### src/iaws_pkg.sv
// Shared types and constants for the indexed key store with bubble sort.
// Depends on nothing; every other file of the block but iaws_ram uses it.
package iaws_pkg;

	localparam int CAPACITY      = 64;
	localparam int KEY_WIDTH     = 32;
	localparam int CNT_W         = $clog2(CAPACITY + 1);
	localparam int ADDR_W        = $clog2(CAPACITY);
	localparam int CMD_W         = 4;
	localparam int POS_W         = 7;
	localparam int KEY_FIELD_W   = 32;
	localparam int COUNT_FIELD_W = 7;
	localparam int STATUS_W      = 2;
	localparam int CMP_W         = (CNT_W > POS_W) ? CNT_W : POS_W;

	typedef enum logic [CMD_W-1:0] {
		CMD_APPEND     = 4'd0,
		CMD_PREPEND    = 4'd1,
		CMD_DROP_LAST  = 4'd2,
		CMD_DROP_FIRST = 4'd3,
		CMD_INSERT     = 4'd4,
		CMD_ERASE      = 4'd5,
		CMD_READ       = 4'd6,
		CMD_FRONT      = 4'd7,
		CMD_BACK       = 4'd8,
		CMD_SORT       = 4'd9
	} cmd_t;

	typedef enum logic [STATUS_W-1:0] {
		ST_OK    = 2'd0,
		ST_EMPTY = 2'd1,
		ST_RANGE = 2'd2,
		ST_FULL  = 2'd3
	} status_t;

	typedef enum logic [3:0] {
		S_IDLE,
		S_DECODE,
		S_UP_RD,
		S_UP_WR,
		S_WR_KEY,
		S_DN_RD,
		S_DN_WR,
		S_DEC,
		S_RD_TAKE,
		S_SORT_LOAD,
		S_SORT_CMP,
		S_SORT_PASS,
		S_FIN
	} state_t;

	typedef enum logic [3:0] {
		OP_NONE,
		OP_CAPTURE,
		OP_FAIL,
		OP_UP_RD,
		OP_UP_WR,
		OP_WRITE_KEY,
		OP_DN_RD,
		OP_DN_WR,
		OP_DEC_COUNT,
		OP_RD_ISSUE,
		OP_RD_TAKE,
		OP_SORT_START,
		OP_SORT_LOAD,
		OP_SORT_CMP,
		OP_SORT_PASS,
		OP_FINISH
	} op_t;

	typedef struct packed {
		op_t     op;
		status_t fail_st;
	} dp_cmd_t;

	typedef struct packed {
		cmd_t             cmd;
		logic             empty;
		logic             full;
		logic             pos_gt;
		logic             pos_ge;
		logic             up_done;
		logic             up_last;
		logic             dn_done;
		logic             dn_last;
		logic             pass_last;
		logic             sort_last;
		logic             few;
		logic             out_free;
		logic [CNT_W-1:0] count;
	} dp_stat_t;

endpackage

### src/iaws_if.sv
// Valid/ready channel interfaces for the command and result items.
// Depends on iaws_pkg for the field widths.
interface iaws_req_if;
	logic                             valid;
	logic                             ready;
	logic [iaws_pkg::CMD_W-1:0]       command;
	logic [iaws_pkg::POS_W-1:0]       position;
	logic [iaws_pkg::KEY_FIELD_W-1:0] key_in;

	modport source (output valid, command, position, key_in, input ready);
	modport sink (input valid, command, position, key_in, output ready);
endinterface

interface iaws_rsp_if;
	logic                               valid;
	logic                               ready;
	logic [iaws_pkg::STATUS_W-1:0]      status;
	logic [iaws_pkg::KEY_FIELD_W-1:0]   key_out;
	logic [iaws_pkg::COUNT_FIELD_W-1:0] count;

	modport source (output valid, status, key_out, count, input ready);
	modport sink (input valid, status, key_out, count, output ready);
endinterface

### src/iaws_ram.sv
// Generic single-write, single-read RAM with registered read data.
// No dependencies.
module iaws_ram #(
	parameter int WIDTH = 32,
	parameter int DEPTH = 64
) (
	input  logic                     clk,
	input  logic                     we,
	input  logic [$clog2(DEPTH)-1:0] waddr,
	input  logic [WIDTH-1:0]         wdata,
	input  logic [$clog2(DEPTH)-1:0] raddr,
	output logic [WIDTH-1:0]         rdata
);

	logic [WIDTH-1:0] mem_q [DEPTH];

	always_ff @(posedge clk) begin
		if (we) begin
			mem_q[waddr] <= wdata;
		end
		rdata <= mem_q[raddr];
	end

endmodule

### src/iaws_ctrl.sv
// Sequencer for the key store: decodes each item and steps the datapath.
// Depends on iaws_pkg.
module iaws_ctrl (
	input  logic               clk,
	input  logic               arst_n,
	input  logic               req_valid,
	output logic               req_ready,
	input  iaws_pkg::dp_stat_t stat,
	output iaws_pkg::dp_cmd_t  dp_cmd
);

	iaws_pkg::state_t state_q, state_d;

	always_ff @(posedge clk or negedge arst_n) begin
		if (!arst_n) begin
			state_q <= iaws_pkg::S_IDLE;
		end else begin
			state_q <= state_d;
		end
	end

	// next state
	always_comb begin
		state_d = state_q;
		case (state_q)
			iaws_pkg::S_IDLE: begin
				if (req_valid) state_d = iaws_pkg::S_DECODE;
			end
			iaws_pkg::S_DECODE: begin
				case (stat.cmd)
					iaws_pkg::CMD_APPEND, iaws_pkg::CMD_PREPEND,
					iaws_pkg::CMD_INSERT: begin
						if (stat.pos_gt || stat.full) state_d = iaws_pkg::S_FIN;
						else if (stat.up_done) state_d = iaws_pkg::S_WR_KEY;
						else state_d = iaws_pkg::S_UP_RD;
					end
					iaws_pkg::CMD_DROP_LAST: begin
						state_d = stat.empty ? iaws_pkg::S_FIN : iaws_pkg::S_DEC;
					end
					iaws_pkg::CMD_DROP_FIRST, iaws_pkg::CMD_ERASE: begin
						if (stat.pos_ge) state_d = iaws_pkg::S_FIN;
						else if (stat.dn_done) state_d = iaws_pkg::S_DEC;
						else state_d = iaws_pkg::S_DN_RD;
					end
					iaws_pkg::CMD_READ: begin
						state_d = stat.pos_ge ? iaws_pkg::S_FIN : iaws_pkg::S_RD_TAKE;
					end
					iaws_pkg::CMD_FRONT, iaws_pkg::CMD_BACK: begin
						state_d = stat.empty ? iaws_pkg::S_FIN : iaws_pkg::S_RD_TAKE;
					end
					iaws_pkg::CMD_SORT: begin
						state_d = stat.few ? iaws_pkg::S_FIN : iaws_pkg::S_SORT_LOAD;
					end
					default: state_d = iaws_pkg::S_FIN;
				endcase
			end
			iaws_pkg::S_UP_RD: state_d = iaws_pkg::S_UP_WR;
			iaws_pkg::S_UP_WR: begin
				state_d = stat.up_last ? iaws_pkg::S_WR_KEY : iaws_pkg::S_UP_RD;
			end
			iaws_pkg::S_WR_KEY: state_d = iaws_pkg::S_FIN;
			iaws_pkg::S_DN_RD: state_d = iaws_pkg::S_DN_WR;
			iaws_pkg::S_DN_WR: begin
				state_d = stat.dn_last ? iaws_pkg::S_DEC : iaws_pkg::S_DN_RD;
			end
			iaws_pkg::S_DEC: state_d = iaws_pkg::S_FIN;
			iaws_pkg::S_RD_TAKE: state_d = iaws_pkg::S_FIN;
			iaws_pkg::S_SORT_LOAD: state_d = iaws_pkg::S_SORT_CMP;
			iaws_pkg::S_SORT_CMP: begin
				if (stat.pass_last) state_d = iaws_pkg::S_SORT_PASS;
			end
			iaws_pkg::S_SORT_PASS: begin
				state_d = stat.sort_last ? iaws_pkg::S_FIN : iaws_pkg::S_SORT_LOAD;
			end
			iaws_pkg::S_FIN: begin
				if (stat.out_free) state_d = iaws_pkg::S_IDLE;
			end
			default: state_d = iaws_pkg::S_IDLE;
		endcase
	end

	// outputs
	always_comb begin
		req_ready      = 1'b0;
		dp_cmd.op      = iaws_pkg::OP_NONE;
		dp_cmd.fail_st = iaws_pkg::ST_OK;
		case (state_q)
			iaws_pkg::S_IDLE: begin
				req_ready = 1'b1;
				if (req_valid) dp_cmd.op = iaws_pkg::OP_CAPTURE;
			end
			iaws_pkg::S_DECODE: begin
				case (stat.cmd)
					iaws_pkg::CMD_APPEND, iaws_pkg::CMD_PREPEND,
					iaws_pkg::CMD_INSERT: begin
						if (stat.pos_gt) begin
							dp_cmd.op      = iaws_pkg::OP_FAIL;
							dp_cmd.fail_st = iaws_pkg::ST_RANGE;
						end else if (stat.full) begin
							dp_cmd.op      = iaws_pkg::OP_FAIL;
							dp_cmd.fail_st = iaws_pkg::ST_FULL;
						end
					end
					iaws_pkg::CMD_DROP_LAST, iaws_pkg::CMD_DROP_FIRST: begin
						if (stat.empty) begin
							dp_cmd.op      = iaws_pkg::OP_FAIL;
							dp_cmd.fail_st = iaws_pkg::ST_EMPTY;
						end
					end
					iaws_pkg::CMD_ERASE: begin
						if (stat.pos_ge) begin
							dp_cmd.op      = iaws_pkg::OP_FAIL;
							dp_cmd.fail_st = iaws_pkg::ST_RANGE;
						end
					end
					iaws_pkg::CMD_READ: begin
						if (stat.pos_ge) begin
							dp_cmd.op      = iaws_pkg::OP_FAIL;
							dp_cmd.fail_st = iaws_pkg::ST_RANGE;
						end else begin
							dp_cmd.op = iaws_pkg::OP_RD_ISSUE;
						end
					end
					iaws_pkg::CMD_FRONT, iaws_pkg::CMD_BACK: begin
						if (stat.empty) begin
							dp_cmd.op      = iaws_pkg::OP_FAIL;
							dp_cmd.fail_st = iaws_pkg::ST_EMPTY;
						end else begin
							dp_cmd.op = iaws_pkg::OP_RD_ISSUE;
						end
					end
					iaws_pkg::CMD_SORT: begin
						if (!stat.few) dp_cmd.op = iaws_pkg::OP_SORT_START;
					end
					default: dp_cmd.op = iaws_pkg::OP_NONE;
				endcase
			end
			iaws_pkg::S_UP_RD:     dp_cmd.op = iaws_pkg::OP_UP_RD;
			iaws_pkg::S_UP_WR:     dp_cmd.op = iaws_pkg::OP_UP_WR;
			iaws_pkg::S_WR_KEY:    dp_cmd.op = iaws_pkg::OP_WRITE_KEY;
			iaws_pkg::S_DN_RD:     dp_cmd.op = iaws_pkg::OP_DN_RD;
			iaws_pkg::S_DN_WR:     dp_cmd.op = iaws_pkg::OP_DN_WR;
			iaws_pkg::S_DEC:       dp_cmd.op = iaws_pkg::OP_DEC_COUNT;
			iaws_pkg::S_RD_TAKE:   dp_cmd.op = iaws_pkg::OP_RD_TAKE;
			iaws_pkg::S_SORT_LOAD: dp_cmd.op = iaws_pkg::OP_SORT_LOAD;
			iaws_pkg::S_SORT_CMP:  dp_cmd.op = iaws_pkg::OP_SORT_CMP;
			iaws_pkg::S_SORT_PASS: dp_cmd.op = iaws_pkg::OP_SORT_PASS;
			iaws_pkg::S_FIN: begin
				if (stat.out_free) dp_cmd.op = iaws_pkg::OP_FINISH;
			end
			default: dp_cmd.op = iaws_pkg::OP_NONE;
		endcase
	end

endmodule

### src/iaws_dp.sv
// Datapath of the key store: item registers, count, walk index, sort carry,
// the element RAM and the result register. Depends on iaws_pkg and iaws_ram.
module iaws_dp (
	input  logic                              clk,
	input  logic                              arst_n,
	input  logic [iaws_pkg::CMD_W-1:0]        command,
	input  logic [iaws_pkg::POS_W-1:0]        position,
	input  logic [iaws_pkg::KEY_FIELD_W-1:0]  key_in,
	input  iaws_pkg::dp_cmd_t                 dp_cmd,
	output iaws_pkg::dp_stat_t                stat,
	input  logic                              rsp_ready,
	output logic                              rsp_valid,
	output logic [iaws_pkg::STATUS_W-1:0]     status,
	output logic [iaws_pkg::KEY_FIELD_W-1:0]  key_out,
	output logic [iaws_pkg::COUNT_FIELD_W-1:0] count
);

	iaws_pkg::cmd_t                  cmd_q;
	logic [iaws_pkg::CMP_W-1:0]      pos_q;
	logic [iaws_pkg::KEY_WIDTH-1:0]  key_q;
	logic [iaws_pkg::CNT_W-1:0]      count_q;
	logic [iaws_pkg::CNT_W-1:0]      idx_q;
	logic [iaws_pkg::CNT_W-1:0]      limit_q;
	logic [iaws_pkg::KEY_WIDTH-1:0]  carry_q;
	iaws_pkg::status_t               res_st_q;
	logic [iaws_pkg::KEY_WIDTH-1:0]  rd_q;
	logic                            ovalid_q;
	iaws_pkg::status_t               ost_q;
	logic [iaws_pkg::KEY_WIDTH-1:0]  okey_q;
	logic [iaws_pkg::CNT_W-1:0]      ocount_q;

	logic [iaws_pkg::CMP_W-1:0]      cnt_x;
	logic [iaws_pkg::CMP_W-1:0]      idx_x;
	logic [iaws_pkg::CMP_W-1:0]      eff_pos;
	logic                            grow_cmd;
	logic [iaws_pkg::CNT_W:0]        idx_p1;
	logic [iaws_pkg::CNT_W:0]        idx_p2;
	logic [iaws_pkg::CNT_W:0]        cnt_w;
	logic                            ram_we;
	logic [iaws_pkg::ADDR_W-1:0]     ram_waddr;
	logic [iaws_pkg::KEY_WIDTH-1:0]  ram_wdata;
	logic [iaws_pkg::ADDR_W-1:0]     ram_raddr;
	logic [iaws_pkg::KEY_WIDTH-1:0]  ram_rdata;
	logic                            carry_gt;
	logic [iaws_pkg::CNT_W-1:0]      raddr_full;

	assign cnt_x  = iaws_pkg::CMP_W'(count_q);
	assign idx_x  = iaws_pkg::CMP_W'(idx_q);
	assign idx_p1 = (iaws_pkg::CNT_W + 1)'(idx_q) + 1'b1;
	assign idx_p2 = (iaws_pkg::CNT_W + 1)'(idx_q) + 2'd2;
	assign cnt_w  = (iaws_pkg::CNT_W + 1)'(count_q);

	// position the item works at, resolved from its command
	always_comb begin
		case (iaws_pkg::cmd_t'(command))
			iaws_pkg::CMD_APPEND:     eff_pos = cnt_x;
			iaws_pkg::CMD_PREPEND:    eff_pos = '0;
			iaws_pkg::CMD_DROP_FIRST: eff_pos = '0;
			iaws_pkg::CMD_FRONT:      eff_pos = '0;
			iaws_pkg::CMD_BACK:       eff_pos = cnt_x - 1'b1;
			default:                  eff_pos = iaws_pkg::CMP_W'(position);
		endcase
	end

	assign grow_cmd = (iaws_pkg::cmd_t'(command) == iaws_pkg::CMD_APPEND) ||
			(iaws_pkg::cmd_t'(command) == iaws_pkg::CMD_PREPEND) ||
			(iaws_pkg::cmd_t'(command) == iaws_pkg::CMD_INSERT);

	assign carry_gt = carry_q > ram_rdata;

	// RAM port steering
	always_comb begin
		ram_we     = 1'b0;
		ram_waddr  = idx_q[iaws_pkg::ADDR_W-1:0];
		ram_wdata  = ram_rdata;
		raddr_full = idx_q;
		case (dp_cmd.op)
			iaws_pkg::OP_UP_RD:      raddr_full = idx_q - 1'b1;
			iaws_pkg::OP_DN_RD:      raddr_full = idx_p1[iaws_pkg::CNT_W-1:0];
			iaws_pkg::OP_RD_ISSUE:   raddr_full = iaws_pkg::CNT_W'(pos_q);
			iaws_pkg::OP_SORT_START: raddr_full = '0;
			iaws_pkg::OP_SORT_LOAD:  raddr_full = idx_p1[iaws_pkg::CNT_W-1:0];
			iaws_pkg::OP_UP_WR, iaws_pkg::OP_DN_WR: ram_we = 1'b1;
			iaws_pkg::OP_WRITE_KEY: begin
				ram_we    = 1'b1;
				ram_waddr = pos_q[iaws_pkg::ADDR_W-1:0];
				ram_wdata = key_q;
			end
			iaws_pkg::OP_SORT_CMP: begin
				ram_we     = 1'b1;
				ram_wdata  = carry_gt ? ram_rdata : carry_q;
				raddr_full = idx_p2[iaws_pkg::CNT_W-1:0];
			end
			iaws_pkg::OP_SORT_PASS: begin
				ram_we     = 1'b1;
				ram_wdata  = carry_q;
				raddr_full = '0;
			end
			default: ram_we = 1'b0;
		endcase
	end

	assign ram_raddr = raddr_full[iaws_pkg::ADDR_W-1:0];

	iaws_ram #(
		.WIDTH(iaws_pkg::KEY_WIDTH),
		.DEPTH(iaws_pkg::CAPACITY)
	) u_store (
		.clk  (clk),
		.we   (ram_we),
		.waddr(ram_waddr),
		.wdata(ram_wdata),
		.raddr(ram_raddr),
		.rdata(ram_rdata)
	);

	// control registers
	always_ff @(posedge clk or negedge arst_n) begin
		if (!arst_n) begin
			count_q  <= '0;
			ovalid_q <= 1'b0;
		end else begin
			case (dp_cmd.op)
				iaws_pkg::OP_WRITE_KEY: count_q <= count_q + 1'b1;
				iaws_pkg::OP_DEC_COUNT: count_q <= count_q - 1'b1;
				default:                count_q <= count_q;
			endcase
			if (dp_cmd.op == iaws_pkg::OP_FINISH) begin
				ovalid_q <= 1'b1;
			end else if (rsp_ready) begin
				ovalid_q <= 1'b0;
			end
		end
	end

	// payload registers
	always_ff @(posedge clk) begin
		case (dp_cmd.op)
			iaws_pkg::OP_CAPTURE: begin
				cmd_q    <= iaws_pkg::cmd_t'(command);
				pos_q    <= eff_pos;
				key_q    <= iaws_pkg::KEY_WIDTH'(key_in);
				idx_q    <= grow_cmd ? count_q : iaws_pkg::CNT_W'(eff_pos);
				res_st_q <= iaws_pkg::ST_OK;
				rd_q     <= '0;
			end
			iaws_pkg::OP_FAIL:    res_st_q <= dp_cmd.fail_st;
			iaws_pkg::OP_UP_WR:   idx_q    <= idx_q - 1'b1;
			iaws_pkg::OP_DN_WR:   idx_q    <= idx_p1[iaws_pkg::CNT_W-1:0];
			iaws_pkg::OP_RD_TAKE: rd_q     <= ram_rdata;
			iaws_pkg::OP_SORT_START: begin
				idx_q   <= '0;
				limit_q <= count_q - 1'b1;
			end
			iaws_pkg::OP_SORT_LOAD: carry_q <= ram_rdata;
			iaws_pkg::OP_SORT_CMP: begin
				if (!carry_gt) carry_q <= ram_rdata;
				idx_q <= idx_p1[iaws_pkg::CNT_W-1:0];
			end
			iaws_pkg::OP_SORT_PASS: begin
				idx_q   <= '0;
				limit_q <= limit_q - 1'b1;
			end
			iaws_pkg::OP_FINISH: begin
				ost_q    <= res_st_q;
				okey_q   <= rd_q;
				ocount_q <= count_q;
			end
			default: rd_q <= rd_q;
		endcase
	end

	assign stat.cmd       = cmd_q;
	assign stat.empty     = (count_q == '0);
	assign stat.full      = (count_q == iaws_pkg::CNT_W'(iaws_pkg::CAPACITY));
	assign stat.pos_gt    = (pos_q > cnt_x);
	assign stat.pos_ge    = (pos_q >= cnt_x);
	assign stat.up_done   = (idx_x == pos_q);
	assign stat.up_last   = (idx_x == pos_q + 1'b1);
	assign stat.dn_done   = (idx_p1 >= cnt_w);
	assign stat.dn_last   = (idx_p2 >= cnt_w);
	assign stat.pass_last = (idx_p1 == (iaws_pkg::CNT_W + 1)'(limit_q));
	assign stat.sort_last = (limit_q == iaws_pkg::CNT_W'(1));
	assign stat.few       = (count_q < iaws_pkg::CNT_W'(2));
	assign stat.out_free  = !ovalid_q || rsp_ready;
	assign stat.count     = count_q;

	assign rsp_valid = ovalid_q;
	assign status    = ost_q;
	assign key_out   = iaws_pkg::KEY_FIELD_W'(okey_q);
	assign count     = iaws_pkg::COUNT_FIELD_W'(ocount_q);

endmodule

### src/indexed_array_with_sort.sv
// Top level of the indexed key store with bubble sort: one item at a time.
// Insert, prepend, erase and drop-first shift the entries one by one through the RAM; sort
// walks the RAM in bubble passes. A result not yet taken holds the sequencer before idle.
// The next item is taken in the cycle after the result register loads.
// arst_n clears the count, the sequencer and the output valid; the RAM is not cleared.
module indexed_array_with_sort (
	input  logic      clk,
	input  logic      arst_n,
	iaws_req_if.sink  req,
	iaws_rsp_if.source rsp
);

	// command and status between sequencer and datapath
	iaws_pkg::dp_cmd_t  dp_cmd;
	iaws_pkg::dp_stat_t dp_stat;

	// sequencer: accepts an item only from idle, then steps the datapath
	iaws_ctrl u_ctrl (
		.clk      (clk),
		.arst_n   (arst_n),
		.req_valid(req.valid),
		.req_ready(req.ready),
		.stat     (dp_stat),
		.dp_cmd   (dp_cmd)
	);

	// datapath: element RAM, count, walk index, sort carry and result register
	iaws_dp u_dp (
		.clk      (clk),
		.arst_n   (arst_n),
		.command  (req.command),
		.position (req.position),
		.key_in   (req.key_in),
		.dp_cmd   (dp_cmd),
		.stat     (dp_stat),
		.rsp_ready(rsp.ready),
		.rsp_valid(rsp.valid),
		.status   (rsp.status),
		.key_out  (rsp.key_out),
		.count    (rsp.count)
	);

	// the count never passes the capacity
	a_count_bound: assert property (@(posedge clk) disable iff (!arst_n)
		dp_stat.count <= iaws_pkg::CNT_W'(iaws_pkg::CAPACITY))
		else $error("element count above capacity");

	// one item in flight: no accept in the cycle after an accept
	a_one_item: assert property (@(posedge clk) disable iff (!arst_n)
		req.valid && req.ready |=> !req.ready)
		else $error("item accepted while previous one still at work");

	// finishing an item always presents a result
	a_finish_valid: assert property (@(posedge clk) disable iff (!arst_n)
		dp_cmd.op == iaws_pkg::OP_FINISH |=> rsp.valid)
		else $error("finished item did not raise result valid");

	// a key write grows the store by exactly one
	a_write_grows: assert property (@(posedge clk) disable iff (!arst_n)
		dp_cmd.op == iaws_pkg::OP_WRITE_KEY |=> dp_stat.count == $past(dp_stat.count) + 1'b1)
		else $error("key write did not advance the count");

endmodule
### src/flat_wrapper.sv
// flat-port wrapper written by rule: the top's interface ports become plain ports
module indexed_array_with_sort_flat 
  (clk, arst_n, req_valid, req_command, req_position, req_key_in, req_ready, rsp_valid, rsp_status, rsp_key_out, rsp_count, rsp_ready);
  iaws_req_if req_i ();
  iaws_rsp_if rsp_i ();
  input  logic clk;
  input  logic arst_n;
  input wire logic [$bits(req_i.valid)-1:0] req_valid;
  input wire logic [$bits(req_i.command)-1:0] req_command;
  input wire logic [$bits(req_i.position)-1:0] req_position;
  input wire logic [$bits(req_i.key_in)-1:0] req_key_in;
  output wire logic [$bits(req_i.ready)-1:0] req_ready;
  output wire logic [$bits(rsp_i.valid)-1:0] rsp_valid;
  output wire logic [$bits(rsp_i.status)-1:0] rsp_status;
  output wire logic [$bits(rsp_i.key_out)-1:0] rsp_key_out;
  output wire logic [$bits(rsp_i.count)-1:0] rsp_count;
  input wire logic [$bits(rsp_i.ready)-1:0] rsp_ready;
  assign req_i.valid = req_valid;
  assign req_i.command = req_command;
  assign req_i.position = req_position;
  assign req_i.key_in = req_key_in;
  assign req_ready = req_i.ready;
  assign rsp_valid = rsp_i.valid;
  assign rsp_status = rsp_i.status;
  assign rsp_key_out = rsp_i.key_out;
  assign rsp_count = rsp_i.count;
  assign rsp_i.ready = rsp_ready;
  indexed_array_with_sort u_core (.clk(clk), .arst_n(arst_n), .req(req_i), .rsp(rsp_i));
endmodule
### config.mk
export PLATFORM = sky130hd
export DESIGN_NAME = indexed_array_with_sort_flat
export DESIGN_NICKNAME = d
export VERILOG_FILES = /design/src/iaws_pkg.sv /design/src/iaws_if.sv /design/src/iaws_ram.sv /design/src/iaws_ctrl.sv /design/src/iaws_dp.sv /design/src/indexed_array_with_sort.sv /design/src/flat_wrapper.sv
export SDC_FILE = /design/constraint.sdc
export NUM_CORES = 2
export LEC_CHECK = 0
export ABC_AREA = 1
export BUFFER_PORTS_ARGS = -buffer_cell sky130_fd_sc_hd__buf_2
export CAP_MARGIN = 20
export CORE_ASPECT_RATIO = 1.4
export CORE_MARGIN = 3
export CORE_UTILIZATION = 40
export DETAILED_ROUTE_END_ITERATION = 10
export GPL_ROUTABILITY_DRIVEN = 0
export PLACE_DENSITY = 0.54
export SLEW_MARGIN = 20
export SYNTH_ARGS = -nofsm -noshare
export SYNTH_HDL_FRONTEND = slang
export SYNTH_SLANG_ARGS = --single-unit
export TNS_END_PERCENT = 30
### constraint.sdc
create_clock -name clk -period 5.3 [get_ports clk]
set_clock_uncertainty 0.2 [all_clocks]
set_input_delay 0.265 -clock clk [delete_from_list [all_inputs] [get_ports clk]]
set_output_delay 0.265 -clock clk [all_outputs]
set_load 0.05 [all_outputs]
==> run_results.csv <==
group,metric,value,unit
layout,nNetsFinal,9246,
route,routed_wl,317000,um
global_route,grt_max_degree,155,
flow_run,cap_viol_max_count,0,
sta,finalSetupTns,0,ps
cts,clk_latency,880,ps
global_route,grt_use_total,24.1,%
worst_setup_path,worstSetupStartpointType,"flop",
cts,cts_tree,"built",
floorplan,coreArea,248000,um^2
floorplan,start_util,40.4,%
logic_synthesis,synth_cell_types,52,
cts,path_clk_slew,60,ps
worst_setup_path,crit_fanout,64,
sta,tightest_slew,1120,ps
logic_synthesis,avgSynthCellArea,11.2,um^2
cts,clk_path_buf_depth,4,
sta,finalHoldViolations,0,
run_status,outcome,"complete, no violations",
global_route,grt_remaining_overflow,0,
layout,final_cell_mix,"2,212 x edfxtp_1, 2,197 x nand3_1, 1,373 x nand2_1, 1,293 x inv_1, 765 x nand3b_1",
route,drtIter0Drc,6919,
layout,layout.cells.most_common,"edfxtp_1",
sta,slew_headroom,24.4,%
sta,rsz0062_at_grt,"yes",
logic_synthesis,yosys_warnings,0,
floorplan,die_area,257000,um^2
logic_synthesis,async_flop_share,0.532,%
logic_synthesis,synth-main-ff-cell,"edfxtp_1",
logic_synthesis,synth.ff_latch_count,2256,
floorplan,fp-row-count,216,
layout,multi_input_area,26300,um^2
sta,finalCritPeriodShare,97.0,%
cts,h-tree-depth,4,
logic_synthesis,yosysTopAreaCell,"edfxtp_1",
route,first_pass_iters,6,
floorplan,die_w,429,um
cts,tritoncts.num_buffers,220,
worst_setup_path,endpoint_kind,"flop",
logic_synthesis,syn-num-nets,9087,
route,vias,69600,
logic_synthesis,syn_inst,8977,
sta,hold-worst-slack,61.2,ps
layout,final_core_util,46.2,%
layout,regArea,67400,um^2
global_route,antenna_found_initial,13,
worst_setup_path,cp.arrival,5470,ps
global_route,grt_pass1_wl,462000,um
floorplan,die_h,598,um
route,drc,0,
cts,ctsRootBufferMaster,"clkbuf_16",
placed_design,dp_hpwl,180000,um
placed_design,port_buffers,89,
cts,clock-sinks,2256,
sta,final.min_clock_period,5140,ps
worst_setup_path,required,5630,ps
route,ant_nets,0,
route,wl_per_cell,25.1,um
logic_synthesis,yosys.area.top_type_share,66.3,%
sta,finalMaxSlewViolations,0,
sta,fmax,195,MHz
logic_synthesis,ys_seq_area_share,67.2,%
worst_setup_path,path_class,"reg2reg",
layout,area_growth,14.4,%
logic_synthesis,syn_area,100000,um^2
floorplan,pin_count,90,
logic_synthesis,synth_edf_count,2212,
sta,setup_viol,0,
global_route,grt_pass1_vias,67300,
min_path,hold_class,"in2reg",
logic_synthesis,synth_area_leaders,"edfxtp_1 66%, nand3_1 11%, nand3b_1 5.7%, nand2_1 5.1%, inv_1 4.9%",
layout,final_layout_size_suffix_gt1_share,9.53,%
route,viasPerCell,5.53,
layout,fillerInstances,22400,
## flip-flops by register name, summed over array words and instances, names as in the netlist
signal and count:
u_core.u_ctrl.state_q 4, u_core.u_dp.carry_q 32, u_core.u_dp.cmd_q 4, u_core.u_dp.cnt_x 7
u_core.u_dp.count 7, u_core.u_dp.idx_q 7, u_core.u_dp.key_out 32, u_core.u_dp.key_q 32
u_core.u_dp.limit_q 7, u_core.u_dp.pos_q 7, u_core.u_dp.rd_q 32, u_core.u_dp.res_st_q 2
u_core.u_dp.rsp_valid 1, u_core.u_dp.status 2, u_core.u_dp.u_store.mem_q 2048, u_core.u_dp.u_store.rdata 32
## logic make-up (layout without fill, tap and decap cells)
group / after synthesis / after routing / synth area share, %
muxes: 1 / 1 / 0.00999
adders and majority gates: 63 / 63 / 0.786
AOI/OAI and AO/OA: 154 / 154 / 1.03
DFF: 2256 / 2256 / 67.2
xor gates and xnor gates: 39 / 39 / 0.341
buffers and inverters: 1888 / 2220 / 7.67
and+or+nand+nor: 4576 / 4576 / 23.0
other: 0 / 10 / 0
## per-stage QoR
stage	cell area [um^2]	setup WS [ps]	cells
after floorplan	100000	537	8977
after global placement	107000	185	12100
after detailed placement	107000	184	12100
after CTS	115000	141	12600
after global routing	115000	-59.3	12600
final	115000	161	12600
## layer usage
layer / global-route usage [%] / vias up / part of all wire, %
li1: - / 31300 / -
met1: 32.1 / 35100 / 41
met2: 40.4 / 2687 / 48
met3: 3.33 / 587 / 7.0
met4: 8.48 / 4 / 3.7
met5: 0 / - / 0.0060
## final timing paths
kind                                                      start                                         end  slack (ps)  cells past startpoint
setup / recovery           u_core.u_dp.u_store.rdata[3]$_DFF_P_  u_core.u_dp.u_store.mem_q[7][21]$_DFFE_PP_         160                     15
hold / removal                                   req_command[0]              u_core.u_dp.cmd_q[0]$_DFFE_PP_          60                      2
setup reg to reg           u_core.u_dp.u_store.rdata[3]$_DFF_P_  u_core.u_dp.u_store.mem_q[7][21]$_DFFE_PP_         160                     15
hold reg to reg               u_core.u_dp.rd_q[3]$_SDFFCE_PN0P_            u_core.u_dp.key_out[3]$_DFFE_PP_         210                      0
max in group asynchronous                                arst_n            u_core.u_dp.cnt_x[6]$_DFFE_PN0P_        4080                      3
min in group asynchronous                                arst_n        u_core.u_ctrl.state_q[2]$_DFFE_PN0P_         350                      3
## critical path: stages (launching register included)
cell and delay, ps:
dfxtp_1 630, inv_1 250, ha_1 350, nand2_1 100
nor2_1 50, a211oi_1 740, o221ai_1 550, nand2_1 190
o2111ai_1 120, nand2_1 80, nand2_1 40, nand2_1 170
a21oi_4 90, buf_12 250, o221ai_4 240, buf_4 570
## synthesized netlist by cell type (3+ instances only)
| library cell | count |
|---|---|
| buf_4 | 27 |
| o21ai_0 | 44 |
| nor2_2 | 9 |
| nor4_1 | 7 |
| a211oi_1 | 4 |
| o22ai_1 | 5 |
| a22oi_1 | 3 |
| xor2_1 | 34 |
| a21oi_1 | 31 |
| buf_2 | 375 |
| buf_6 | 4 |
| inv_1 | 1298 |
| nor3_1 | 22 |
| clkbuf_1 | 132 |
| dfxtp_1 | 32 |
| edfxtp_1 | 2212 |
| xnor2_1 | 5 |
| buf_1 | 37 |
| o221ai_1 | 41 |
| nand4_1 | 23 |
| nand2_1 | 1374 |
| dfrtp_1 | 12 |
| nand3_1 | 2201 |
| nand2_2 | 5 |
| nand3b_1 | 765 |
| o21a_1 | 3 |
| ha_1 | 63 |
| nor2_1 | 159 |
| inv_2 | 12 |
| o211ai_1 | 5 |
## cell type report
class / instances / share of cell area [%]
Timing Repair Buffer: 512 / 4.39
Multi-Input combinational cell: 4833 / 22.9
Clock inverter: 102 / 0.801
Antenna cell: 10 / 0.0218
Sequential cell: 2256 / 58.7
Clock buffer: 293 / 5.23
Tap cell: 3270 / 3.57
Inverter: 1313 / 4.31
## what timing repair did
| item | 4_1_cts | 5_1_grt |
|---|---|---|
| endpoints found under the setup margin | 0 | 5 |
| hold buffers | 79 | 0 |
| buffers inserted | 0 | 3 |
| hold endpoints to repair | 86 | 0 |
| resized for setup | 0 | 5 |
Power is left out: the tool's default activity adds up to more than one toggle a clock period on the data nets, which glitch-free logic cannot reach.
